===== config.mk =====
export PLATFORM = sky130hd
export DESIGN_NAME = pgf_div_cell
export DESIGN_NICKNAME = d
export VERILOG_FILES = /design/src/rtl/pgf_div_cell.sv
export SDC_FILE = /design/constraint.sdc
export NUM_CORES = 1
export LEC_CHECK = 0
export BUFFER_PORTS_ARGS = -buffer_cell sky130_fd_sc_hd__buf_4
export CORE_ASPECT_RATIO = 0.8
export CORE_UTILIZATION = 47
export DETAILED_ROUTE_END_ITERATION = 16
export HOLD_SLACK_MARGIN = 0.08
export PLACE_DENSITY = 0.8
export SYNTH_ARGS = -nofsm -noshare
export SYNTH_HDL_FRONTEND = slang
export SYNTH_SLANG_ARGS = --single-unit

===== constraint.sdc =====
create_clock -name clk -period 5.1 [get_ports clk]
set_input_delay 0.51 -clock clk [delete_from_list [all_inputs] [get_ports clk]]
set_output_delay 0.51 -clock clk [all_outputs]
set_load 0.01 [all_outputs]

===== src/rtl/pgf_div_cell.sv =====
// One restoring division step: a cell of the pipelined divider row.
module pgf_div_cell #(
  parameter int NUM_BITS  = 8,
  parameter int DEN_BITS  = 8,
  parameter int SIDE_BITS = 1
) (
  input  logic                 clk,
  input  logic                 rst,
  input  logic                 valid_in,
  input  logic [NUM_BITS-1:0]  num_in,
  input  logic [DEN_BITS-1:0]  rem_in,
  input  logic [DEN_BITS-1:0]  den_in,
  input  logic [SIDE_BITS-1:0] side_in,
  output logic                 valid_out,
  output logic [NUM_BITS-1:0]  num_out,
  output logic [DEN_BITS-1:0]  rem_out,
  output logic [DEN_BITS-1:0]  den_out,
  output logic [SIDE_BITS-1:0] side_out
);

  logic [DEN_BITS:0] trial;
  logic [DEN_BITS:0] diff;
  logic              take;

  // bring down the next dividend bit, subtract where it fits
  assign trial = {rem_in, num_in[NUM_BITS-1]};
  assign diff  = trial - {1'b0, den_in};
  assign take  = trial >= {1'b0, den_in};

  always_ff @(posedge clk) begin
    if (rst) begin
      valid_out <= 1'b0;
    end else begin
      valid_out <= valid_in;
    end
  end

  // dividend bits leave at the top while quotient bits enter at the bottom
  always_ff @(posedge clk) begin
    num_out  <= {num_in[NUM_BITS-2:0], take};
    rem_out  <= take ? diff[DEN_BITS-1:0] : trial[DEN_BITS-1:0];
    den_out  <= den_in;
    side_out <= side_in;
  end

endmodule


==> impl_results.md <==
- First DRT Iteration DRCs: 7
- Die Wd: 54.8 µm
- Setup CP Type: in -> reg
- Critical Path RT: 5.32 ns
- Flop pwr share: 0.466
- Maximum clock path buffer count: 2
- Fillers: 146
- Synthesized net count: 133
- # clock sinks: 26
- Setup bufs post-CTS: 0
- Fin Setup TNS: 0 ns
- Fraction of layout cells with a size suffix above 1: 0.437
- Final min period: 2.04 ns
- Cell Area, Synth: 1050 µm²
- Die ar.: 2420 µm²
- Sw Ratio: 0.244
- N_diodes: 0
- Worst hold path cell count: 1
- IO buf count: 53
- Post-cts resize count: 0
- Slew headroom: 0.693
- Clk network pwr share: 0.283
- DP Worst Slack: 2.75 ns
- VDD IR-drop max: 0.000316 V
- Post-Layout Inst Area: 1520 µm²
- FF/Latch Area: 520 µm²
- WP data arrival: 2.26 ns
- Slew Limit Fails: 0
- Measured slew at the worst slew-check pin: 0.456 ns
- Final worst-path cycle share: 0.400
- Combinational power share: 0.251
- Final setup viols: 0
- Final Hold Fails: 0
- Min-delay worst type: in -> reg
- Max Cap Viol: 0
- FF+latch count, synth: 26
- Hold buffer count at cts: 0
- Routed vias: 848
- CTS buffer count: 3
- Die height: 44.2 µm
- Cell variety after synth: 30
- WL final: 2050 µm
- Startpoint types: input pin
- Crit-path cells: buf_4 -> inv_1 -> ha_1 -> fa_1 -> nor2b_1 -> o31a_1 -> nor4_1 -> a311o_1 -> mux2_2
- Origin of the worst setup path: num_in[7]
- Routed len/inst: 11.7 µm
- CTS tree: done
- Max incr delay on CP: 0.41 ns
- Largest net degree at the start of global routing: 16
- Worst setup endpoint: rem_out[6]
- Core area: 1980 µm²
- Fmax: 0.490 GHz
- Cell Rows: 14
- Slowest stage cell, crit path: fa_1
- Worst-path clk slew: 0.14 ns
- Synth-to-layout area growth: 44.9%
- RSZ-0062 raised after global routing: no
- Status: finished clean
- Register area share after synthesis: 0.497
- First-pass DRT Iterations: 4
- Multi-input logic area: 468 µm²
- Hpwl dp: 1610 µm
- Setup ws final: 3.06 ns
- Vias per cell: 4.85
- Vias in the first global route: 793
- Residual DRC: 0
- P_int: 0.000370 W
- Clock root cell: clkbuf_4
- Global-route wire length before repair: 3390 µm
- Layout Nets: 189
- P_leak: 0.755 nW
- I/O pins: 54
- CP Capture Type: register
- Synth warnings: 0
- Synth Area per Inst: 10.9 µm²
- Net Switching: 0.000120 W
- Initial core utilization: 0.529
- Dpl cell area: 1470 µm²
- H-tree depth: 1
- Gr usage total: 0.193
- Initial antenna violation count: 0
- Overflow after GRT: 0
- Pwr Density: 323 nW/µm²
- Final ANT Viol Nets: 0
- Placer Congestion: 0.800
- Worst Path Max Fanout: 3
- Cells after synthesis: 96
-- worst max-delay path, delay by kind of cell --
family | cells | cell delay, ns
fa+ha+maj | 2 | 0.64
compound gates | 2 | 0.50
mux | 1 | 0.25
simple gates | 2 | 0.23
buf+inv | 2 | 0.13
-- power by group through the flow --
| stage | Sequential (W) | Clock [W] | Combinational, W |
|---|---|---|---|
| floorplan | 0.000244 | 0 | 0.0000557 |
| global placement | 0.000233 | 0 | 0.000120 |
| detailed placement | 0.000233 | 0 | 0.000122 |
| CTS | 0.000229 | 0.000143 | 0.000123 |
| global route | 0.000231 | 0.000150 | 0.000134 |
| finish | 0.000228 | 0.000139 | 0.000123 |
-- state kept, by name (all words and copies together) (netlist names) --
signal,flops
num_out,8
den_out,8
rem_out,8
valid_out,1
side_out,1
-- layout by cell type, fill, tap and decap left out, types with 2 or more instances in the layout --
cell type	instances
a21oi_2	2
nand3_1	2
nor2_1	2
nor3_1	3
xnor2_1	2
buf_4	53
o21ai_0	4
mux2i_1	2
a21o_1	3
a21oi_1	3
dfxtp_1	26
nand2_1	3
inv_1	13
clkbuf_4	3
ha_1	8
mux2_2	5
nor2b_1	2
-- per-layer routing --
layer  global-route usage  routed length (µm)
met2                0.308                 974
met5                    0                   0
met3               0.0619                 105
met4               0.0359                  13
met1                0.254                 959
-- cell families after synthesis --
kind of cell / Yosys count / synth area share
DFF: 26 / 0.497
xor gates and xnor gates: 3 / 0.0251
adders and majority gates: 9 / 0.115
buffers and inverters: 15 / 0.0562
AOI/OAI and AO/OA: 20 / 0.154
and+or+nand+nor: 16 / 0.0801
muxes: 7 / 0.0729
-- metrics by stage --
step	total power (W)	util	std cells	hold slack, ns
global route	0.000515	0.767	175	0.254
CTS	0.000495	0.767	175	0.269
floorplan	0.000300	-	96	0.538
finish	0.000490	0.767	175	0.278
global placement	0.000352	0.740	171	0.615
detailed placement	0.000356	0.740	171	0.615
-- worst min path at each step --
stage	start	to	slack, ns
CTS	num_in[6]	num_out[7]	0.27
floorplan	den_in[0]	den_out[0]	0.54
detailed placement	num_in[6]	num_out[7]	0.62
global placement	num_in[1]	num_out[2]	0.62
global route	num_in[0]	num_out[1]	0.25
finish	num_in[6]	num_out[7]	0.28
-- area by class of cell --
class,instances,share of cell area
sequential,26,0.343
multi-input combinational,55,0.308
timing repair buffer,53,0.262
inverter,13,0.0322
clock inverter,1,0.0198
tap,24,0.0198
clock buffer,3,0.0148
-- synthesized netlist by cell type, drive strengths merged --
cell type | number | area (µm²)
ha | 8 | 100
inv | 13 | 48.8
a41oi | 1 | 27.5
nor3b | 1 | 7.51
a311o | 1 | 10.0
dfxtp | 26 | 521
xnor2 | 2 | 17.5
o31a | 1 | 8.76
o21ai | 5 | 28.8
nor2b | 2 | 12.5
a31oi | 1 | 6.26
a21o | 3 | 22.5
o21a | 1 | 7.51
nor4 | 1 | 6.26
a211oi | 1 | 7.51
buf | 2 | 10.0
nor2 | 2 | 7.51
a41o | 1 | 10.0
or3 | 1 | 6.26
a21oi | 5 | 32.5
nand2 | 3 | 11.3
fa | 1 | 20.0
nand3 | 2 | 10.0
mux2i | 2 | 20.0
nor3 | 3 | 15.0
mux2 | 5 | 56.3
xor2 | 1 | 8.76
or2b | 1 | 7.51
Power figures use the tool's default switching activity.
