===== config.mk =====
export PLATFORM = sky130hd
export DESIGN_NAME = pgf_sqrt_cell
export DESIGN_NICKNAME = d
export VERILOG_FILES = /design/src/rtl/pgf_sqrt_cell.sv
export SDC_FILE = /design/constraint.sdc
export NUM_CORES = 1
export LEC_CHECK = 0
export BUFFER_PORTS_ARGS = -buffer_cell sky130_fd_sc_hd__buf_4
export CORE_ASPECT_RATIO = 1.5
export CORE_MARGIN = 3
export CORE_UTILIZATION = 40
export DETAILED_ROUTE_END_ITERATION = 7
export PLACE_DENSITY = 0.75
export SYNTH_ARGS = -nofsm -noshare
export SYNTH_HDL_FRONTEND = slang
export SYNTH_SLANG_ARGS = --single-unit

===== constraint.sdc =====
create_clock -name clk -period 4.6 [get_ports clk]
set_clock_uncertainty 0.1 [all_clocks]
set_input_delay 0.92 -clock clk [delete_from_list [all_inputs] [get_ports clk]]
set_output_delay 0.92 -clock clk [all_outputs]
set_load 0.02 [all_outputs]

===== src/rtl/pgf_sqrt_cell.sv =====
// One digit-by-digit square root step: a cell of the pipelined root row.
module pgf_sqrt_cell #(
  parameter int ROOT_BITS = 8,
  parameter int SIDE_BITS = 1
) (
  input  logic                   clk,
  input  logic                   rst,
  input  logic                   valid_in,
  input  logic [2*ROOT_BITS-1:0] rad_in,
  input  logic [ROOT_BITS+1:0]   rem_in,
  input  logic [ROOT_BITS-1:0]   root_in,
  input  logic [SIDE_BITS-1:0]   side_in,
  output logic                   valid_out,
  output logic [2*ROOT_BITS-1:0] rad_out,
  output logic [ROOT_BITS+1:0]   rem_out,
  output logic [ROOT_BITS-1:0]   root_out,
  output logic [SIDE_BITS-1:0]   side_out
);

  logic [ROOT_BITS+3:0] rem_sh;
  logic [ROOT_BITS+3:0] trial;
  logic [ROOT_BITS+3:0] diff;
  logic                 take;

  // two radicand bits per step against 4*root + 1
  assign rem_sh = {rem_in, rad_in[2*ROOT_BITS-1 -: 2]};
  assign trial  = {2'b00, root_in, 2'b01};
  assign diff   = rem_sh - trial;
  assign take   = rem_sh >= trial;

  always_ff @(posedge clk) begin
    if (rst) begin
      valid_out <= 1'b0;
    end else begin
      valid_out <= valid_in;
    end
  end

  always_ff @(posedge clk) begin
    rad_out  <= {rad_in[2*ROOT_BITS-3:0], 2'b00};
    rem_out  <= take ? diff[ROOT_BITS+1:0] : rem_sh[ROOT_BITS+1:0];
    root_out <= {root_in[ROOT_BITS-2:0], take};
    side_out <= side_in;
  end

endmodule


==> results of run 1 <==
==> Yosys cell counts, drive strengths merged <==
cell type and count:
a2111oi 1, a211o 1, a21o 1, a21oi 6, a31oi 1, a41oi 1
and3 1, buf 3, conb 1, dfxtp 34, ha 10, inv 11
mux2 8, mux2i 1, nand2 7, nand2b 2, nand3 2, nor2 4
nor2b 3, nor3 2, o211a 1, o211ai 2, o21a 2, o21ai 5
o311a 1, o31a 1, or2 1, xnor2 5, xor2 1
==> power breakdown <==
group / leakage, µW / switching, µW / total [µW] / internal (µW)
Combinational: 0.000660 / 94.7 / 197 / 102
Clock: 0.0000472 / 104 / 224 / 120
Sequential: 0.000287 / 7.19 / 330 / 323
Total: 0.000994 / 206 / 751 / 545
==> through the flow <==
stage	power (µW)	worst slack (ns)	hold slack (ns)
finish	751	1.67	0.634
global placement	529	1.41	0.925
floorplan	453	1.87	0.848
CTS	760	1.65	0.625
detailed placement	535	1.36	0.926
global route	790	1.58	0.621
==> worst min path at each step <==
stage,start,to,slack [ns],cells past startpoint
finish,side_in,side_out,0.63,1
global route,side_in,side_out,0.62,1
CTS,rad_in[5],rad_out[7],0.62,1
detailed placement,rad_in[4],rad_out[6],0.93,1
global placement,rad_in[5],rad_out[7],0.92,1
floorplan,rad_in[8],rad_out[10],0.85,0
==> flip-flops by register name, indices dropped and copies added (netlist names) <==
register and cells:
rem_out 10, root_out 8, side_out 1, valid_out 1
rad_out 14
==> layout make-up <==
| cell class | instances | share of cell area, % |
|---|---|---|
| clock buffers | 6 | 4.15 |
| clock inverters | 2 | 0.629 |
| inverters | 11 | 2.08 |
| multi-input cells | 72 | 29.6 |
| flip-flops and latches | 34 | 34.2 |
| well taps | 40 | 2.52 |
| repair buffers | 71 | 26.8 |
==> routing by layer <==
| layer | vias to the layer above | share of wire [%] | global-route usage (%) |
|---|---|---|---|
| li1 | 552 | - | - |
| met1 | 493 | 33 | 13.2 |
| met2 | 55 | 53 | 30.0 |
| met3 | 7 | 12 | 6.60 |
| met4 | 0 | 2.3 | 9.97 |
| met5 | - | 0 | 0 |
==> kinds of logic after synthesis <==
kind of cell,count (synthesis),synth area share [%]
xor+xnor,6,3.94
flops,34,51.1
mux,9,9.48
fa+ha+maj,10,9.39
buf+inv,14,5.07
compound gates,23,12.3
simple gates,22,8.45
other cells,1,0.281
==> flow_metrics.py, run 1 <==
metrics = {
    "logic_synthesis": {
        "synth_top_cell_by_area": "dfxtp_1",
        "seq_area_frac_synth_pct": 51.1,
        "synth_area_leaders": "dfxtp_1, ha_1, mux2_4",
        "ys_types": 32,
        "yosysTopAreaCellShare_pct": 51.1,
        "synth_cells": 119,
        "avgSynthCellArea_um2": 11.2,
        "ys_ff_latch": 34,
        "netlist_area_mm2": 0.00133,
        "ys_warn_count": 0,
    },
    "cells_and_area": {
        "finalInstanceArea_mm2": 0.00199,
        "stdcell_count": 236,
        "multi_input_area_um2": 588,
        "mostFrequentLayoutCells": "buf_4, dfxtp_1, inv_1, ha_1",
        "num-fill-cells": 273,
        "layout_commonest_cell": "buf_4",
        "antenna_cells": 0,
        "drive_gt1_share_pct": 46.4,
        "area_delta_synth_final_pct": 49.2,
        "final_util_pct": 62.9,
        "nNetsFinal": 243,
        "regArea_um2": 681,
    },
    "placement": {
        "io_buffers": 71,
        "placed_area_mm2": 0.00189,
        "placed_cells": 228,
        "gp_congestion": 0.729,
        "hpwl_um": 2460,
    },
    "drt": {
        "drt_iter0_drc": 25,
        "routed_wl_um": 3090,
        "via_count": 1107,
        "drt_pass1_iterations": 4,
        "vias_per_cell": 4.69,
        "drcViolationCount": 0,
        "antenna_left": 0,
        "avgRoutedWirePerCell_um": 13.1,
    },
    "floorplanning": {
        "placementRows": 25,
        "io_pins": 74,
        "die_area_mm2": 0.00407,
        "start_util_pct": 42.2,
        "die_y_um": 76.7,
        "die_x_um": 53.1,
        "core_mm2": 0.00316,
    },
    "setup_path": {
        "path_class": "in -> reg",
        "worst-path-buf-inv": 1,
        "max_stage_delay_ns": 0.56,
        "cp.depth": 7,
        "critPathLaunchType": "input port",
        "cp_max_fo": 11,
        "crit_family": "compound AO/OA/AOI/OAI gates",
        "cp-startpoint": "rem_in[0]",
        "cp-end-kind": "flip-flop",
        "crit_required_ns": 4.67,
        "crit_end": "rem_out[9]",
        "cp_slowest_cell": "o211a_1",
        "path_cells": "buf_4 > ha_1 > nor2b_4 > o31a_4 > a41oi_1 > o211a_1 > mux2_2",
        "arrival_ns": 3.01,
    },
    "grt": {
        "grt_pass1_wl_um": 4820,
        "track_usage_pct": 16.3,
        "grt_pass1_vias": 1111,
        "grt.overflow.total": 0,
        "grt_start_max_net_pins": 12,
        "antenna_found_initial": 0,
    },
    "clocking": {
        "h-tree-depth": 2,
        "numCtsBuffers": 5,
        "max-clock-path-buffers": 2,
        "cts_setup_buffers": 0,
        "postCtsHoldBufs": 0,
        "path_clk_slew_ns": 0.07,
        "clock-sinks": 34,
        "cts_resized": 0,
        "cts_tree": "yes",
        "ctsRootBufferMaster": "clkbuf_8",
    },
    "timing": {
        "hold_viol": 0,
        "maxSlewViolCount": 0,
        "tightest_slew_ns": 0.567,
        "fmax_mhz": 341,
        "rsz0062_at_grt": "no",
        "period_needed_ns": 2.93,
        "relSlewSlack_pct": 62.2,
        "setup_tns_ns": 0,
        "min_period_over_period_pct": 63.8,
        "setup_viol_count_final": 0,
    },
    "power_and_ir_drop": {
        "leakage_uw": 0.000994,
        "peakVddDrop_mv": 0.198,
        "p_per_area_mw_per_mm2": 378,
    },
    "flow_run": {
        "maxCapViolations": 0,
    },
    "outcome": {
        "status": "completed",
    },
    "hold_path": {
        "hold_class": "in -> reg",
    },
}
(Power assumes the default switching activity.)
==> run 2, diff against run 1 <==
Clock period 4.6 ns to 2.8 ns, I/O delays scaled along.
==> flow_metrics.py, run 2 (synthesis gave the netlist of run 1 again) <==
metrics = {
    "placement": {
        "gp_congestion": 0.752,
        "pre_cts_ws_ns": 0.206,
        "hpwl_um": 2460,
        "io_buffers": 71,
    },
    "setup_path": {
        "path_class": "in -> reg",
        "arrival_ns": 2.36,
        "crit_top_cell": "buf_4",
        "max_stage_delay_ns": 0.36,
        "crit_family": "compound AO/OA/AOI/OAI gates",
        "cp_max_fo": 5,
        "crit_required_ns": 2.87,
        "path_cells": "buf_4 > ha_1 > nor2b_4 > o31a_4 > a41oi_1 > o211a_1 > buf_4 > mux2_2",
        "worst-path-buf-inv": 2,
        "cp_slowest_cell": "ha_1",
        "critPathLaunchType": "input port",
        "cp-end-kind": "flip-flop",
    },
    "cells_and_area": {
        "layout_commonest_cell": "buf_4",
        "mostFrequentLayoutCells": "buf_4, dfxtp_1, inv_1, ha_1",
        "drive_gt1_share_pct": 46.5,
        "nNetsFinal": 245,
        "area_delta_synth_final_pct": 50.0,
        "antenna_cells": 0,
        "largest_register_ffs": 14,
        "regMostFlops": "rad_out",
        "reg_top3": "rad_out: 14 flops, rem_out: 10 flops, root_out: 8 flops",
    },
    "power_and_ir_drop": {
        "p_sw_uw": 321,
        "p_int_uw": 898,
        "leakage_uw": 0.00101,
        "peakVddDrop_mv": 0.367,
        "seqPwrFrac_pct": 44.5,
        "swShare_pct": 26.3,
        "power_frac_clock_pct": 28.9,
        "p_per_area_mw_per_mm2": 610,
        "p_comb_share_pct": 26.6,
    },
    "timing": {
        "fmax_mhz": 436,
        "worst_slack_ns": 0.509,
        "period_needed_ns": 2.29,
        "setup_tns_ns": 0,
        "hold_viol": 0,
        "min_period_over_period_pct": 81.8,
        "rsz0062_at_grt": "no",
        "setup_viol_count_final": 0,
        "maxSlewViolCount": 0,
    },
    "floorplanning": {
        "io_pins": 74,
        "start_util_pct": 42.2,
        "die_x_um": 53.1,
        "die_y_um": 76.7,
        "placementRows": 25,
        "core_mm2": 0.00316,
        "die_area_mm2": 0.00407,
    },
    "clocking": {
        "cts_setup_buffers": 0,
        "h-tree-depth": 2,
        "cts_resized": 0,
        "ctsRootBufferMaster": "clkbuf_8",
        "postCtsHoldBufs": 0,
        "path_clk_slew_ns": 0.06,
        "max-clock-path-buffers": 2,
        "clock-sinks": 34,
        "numCtsBuffers": 5,
        "cts_tree": "yes",
    },
    "flow_run": {
        "maxCapViolations": 0,
    },
    "drt": {
        "via_count": 1131,
        "drt_pass1_iterations": 4,
        "drcViolationCount": 0,
        "vias_per_cell": 4.75,
        "avgRoutedWirePerCell_um": 12.8,
        "routed_wl_um": 3040,
        "drt_iter0_drc": 12,
        "antenna_left": 0,
    },
    "grt": {
        "grt_start_max_net_pins": 11,
        "grt.overflow.total": 0,
        "grt_pass1_wl_um": 4860,
        "grt_pass1_vias": 1154,
        "antenna_found_initial": 0,
        "track_usage_pct": 16.2,
    },
    "hold_path": {
        "hold_class": "in -> reg",
    },
    "outcome": {
        "status": "completed",
    },
}
-- run 2: changes by cell type in the layout (fill, tap and decap cells not counted) --
cell and change:
clkbuf_1 +1, clkinvlp_4 -1, buf_4 +2
-- run 2: per-layer routing --
layer	wire length (µm)	share of wire, %	GRT usage, %
met1	970	32	12.8
met2	1640	54	31.3
met3	336	11	5.05
met4	95	3.1	9.46
met5	0	0	0
-- run 2: final timing paths --
path / from / depth (start not counted) / slack (ns) / end
min: rad_in[12] / 1 / 0.29 / rad_out[14]
max: rem_in[0] / 8 / 0.51 / rem_out[9]
-- run 2: power groups by stage --
stage / registers [µW] / logic, µW / clock network, µW
floorplan: 613 / 131 / 0
global placement: 552 / 320 / 0
detailed placement: 553 / 326 / 0
CTS: 543 / 327 / 372
global route: 547 / 349 / 398
finish: 543 / 324 / 353
-- run 2: layout make-up --
class,count,area [µm²]
Sequential cell,34,681
Clock buffer,7,86.3
Multi-Input combinational cell,72,588
Inverter,11,41.3
Fill cell,252,1160
Tap cell,40,50.0
Clock inverter,1,5.00
Timing Repair Buffer,73,548
-- run 2: through the flow --
| step | std cells | utilization [%] | power (µW) | hold slack, ns | instance area [µm²] |
|---|---|---|---|---|---|
| final | 238 | 63.3 | 1220 | 0.285 | 2000 |
| after CTS | 238 | 63.3 | 1240 | 0.270 | 2000 |
| after global placement | 230 | 60.4 | 873 | 0.565 | 1910 |
| after global routing | 238 | 63.3 | 1290 | 0.266 | 2000 |
| after floorplan | 120 | - | 744 | 0.488 | 1340 |
| after detailed placement | 230 | 60.4 | 879 | 0.566 | 1910 |
==> run 3, diff against run 2 <==
Settings changed: CORE_UTILIZATION 40 to 39, PLACE_DENSITY 0.75 to 0.77.
Clock period 2.8 ns to 1.95 ns, I/O delays scaled along.
==> flow_metrics.py, run 3 (synthesis gave the netlist of run 1 again) <==
metrics = {
    "cells_and_area": {
        "drive_gt1_share_pct": 55.0,
        "mostFrequentLayoutCells": "buf_4, dfxtp_1, inv_1",
        "antenna_cells": 0,
        "area_delta_synth_final_pct": 66.1,
        "reg_top3": "rad_out: 14 flops, rem_out: 10 flops, root_out: 8 flops",
        "largest_register_ffs": 14,
        "regMostFlops": "rad_out",
        "finalInstanceArea_mm2": 0.00221,
        "num-fill-cells": 243,
        "nNetsFinal": 265,
        "layout_commonest_cell": "buf_4",
    },
    "power_and_ir_drop": {
        "p_per_area_mw_per_mm2": 830,
        "leakage_uw": 0.00110,
        "swShare_pct": 27.3,
        "seqPwrFrac_pct": 42.4,
        "p_sw_uw": 502,
        "p_int_uw": 1340,
        "peakVddDrop_mv": 0.517,
        "power_frac_clock_pct": 28.6,
        "p_comb_share_pct": 29.0,
        "power.total_uw": 1840,
    },
    "setup_path": {
        "worst-path-buf-inv": 2,
        "arrival_ns": 1.98,
        "cp_max_fo": 5,
        "path_cells": "buf_4 > ha_2 > nand2_1 > nor3_1 > nand2_1 > o211a_1 > buf_4 > mux2_4",
        "crit_family": "simple AND/OR/NAND/NOR gates",
        "critPathLaunchType": "input port",
        "cp-end-kind": "flip-flop",
        "cp_slowest_cell": "ha_2",
        "max_stage_delay_ns": 0.37,
        "crit_required_ns": 2.02,
        "path_class": "in -> reg",
    },
    "drt": {
        "drt_pass1_iterations": 4,
        "antenna_left": 0,
        "top_layer": "met4",
        "drt_iter0_drc": 26,
        "via_count": 1227,
        "drcViolationCount": 0,
        "met1_length_um": 1160,
        "met3_length_um": 392,
        "routed_wl_um": 3240,
        "avgRoutedWirePerCell_um": 12.6,
        "route.met2.wl_um": 1610,
        "vias_per_cell": 4.76,
    },
    "clocking": {
        "clock-sinks": 34,
        "cts_tree": "yes",
        "h-tree-depth": 2,
        "numCtsBuffers": 5,
        "cts_setup_buffers": 0,
        "path_clk_slew_ns": 0.06,
        "max-clock-path-buffers": 2,
        "ctsRootBufferMaster": "clkbuf_8",
    },
    "floorplanning": {
        "start_util_pct": 41.4,
        "die_x_um": 53.7,
        "die_y_um": 77.6,
        "die_area_mm2": 0.00417,
        "placementRows": 25,
        "core_mm2": 0.00322,
        "io_pins": 74,
    },
    "grt": {
        "grt_pass1_wl_um": 5020,
        "grt.overflow.total": 0,
        "grt_start_max_net_pins": 12,
        "antenna_found_initial": 0,
        "grt_pass1_vias": 1227,
        "track_usage_pct": 16.0,
    },
    "timing": {
        "rsz0062_at_grt": "no",
        "worst_slack_ns": 0.0357,
        "period_needed_ns": 1.91,
        "worst_hold_slack_ns": 0.114,
        "min_period_over_period_pct": 98.2,
        "setup_viol_count_final": 0,
        "hold_viol": 0,
        "maxSlewViolCount": 0,
        "fmax_mhz": 522,
    },
    "placement": {
        "pre_cts_ws_ns": -0.271,
        "hpwl_um": 2640,
        "gp_congestion": 0.826,
        "placed_area_mm2": 0.00209,
        "io_buffers": 71,
    },
    "flow_run": {
        "maxCapViolations": 0,
    },
    "outcome": {
        "status": "completed",
    },
    "hold_path": {
        "min_to": "side_out",
        "min-delay-start": "side_in",
        "hold_path_depth": 1,
        "hold_class": "in -> reg",
    },
}
==> run 3: area by class of cell <==
class	instances	area, µm²	area share, %
clock buffer	6	82.6	3.73
tap	40	50.0	2.26
clock inverter	2	12.5	0.565
timing repair buffer	93	698	31.5
multi-input combinational	72	646	29.2
inverter	11	43.8	1.98
sequential	34	681	30.8
==> run 3: routing by layer <==
metal / up-vias / track usage (%)
met4: 0 / 10.2
met5: - / 0
met2: 75 / 27.5
met1: 548 / 15.3
li1: 595 / -
met3: 9 / 4.99
==> run 3: repair_timing <==
action | 4_1_cts | 5_1_grt
pin swaps | 0 | 1
hold buffers | 0 | 0
resized for setup | 1 | 4
endpoints found under the setup margin | 1 | 9
==> run 3: power groups by stage <==
| stage | Clock, µW | Sequential [µW] | Combinational [µW] |
|---|---|---|---|
| 2_1_floorplan | 0 | 880 | 199 |
| 3_3_place_gp | 0 | 794 | 511 |
| 3_5_place_dp | 0 | 795 | 526 |
| 4_1_cts | 546 | 780 | 528 |
| 5_1_grt | 582 | 783 | 575 |
| 6_report | 526 | 779 | 533 |
==> run 3: through the flow <==
| step | std cells | TNS, ns | utilization (%) |
|---|---|---|---|
| 4_1_cts | 258 | 0 | 68.0 |
| 5_1_grt | 258 | 0 | 68.7 |
| 2_1_floorplan | 120 | -0.623 | - |
| 3_5_place_dp | 250 | -2.64 | 65.0 |
| 3_3_place_gp | 250 | -2.14 | 65.0 |
| 6_report | 258 | 0 | 68.7 |
==> run 3: worst max path at each step <==
| stage | startpoint | cells after the start | end | slack, ns |
|---|---|---|---|---|
| 4_1_cts | rem_in[7] | 6 | rem_out[6] | 0.03 |
| 2_1_floorplan | rem_in[0] | 7 | rem_out[2] | -0.09 |
| 5_1_grt | root_in[0] | 9 | rem_out[6] | 0.006 |
| 3_5_place_dp | rem_in[7] | 6 | rem_out[5] | -0.27 |
| 3_3_place_gp | rem_in[7] | 6 | rem_out[8] | -0.23 |
| 6_report | rem_in[7] | 8 | rem_out[6] | 0.04 |
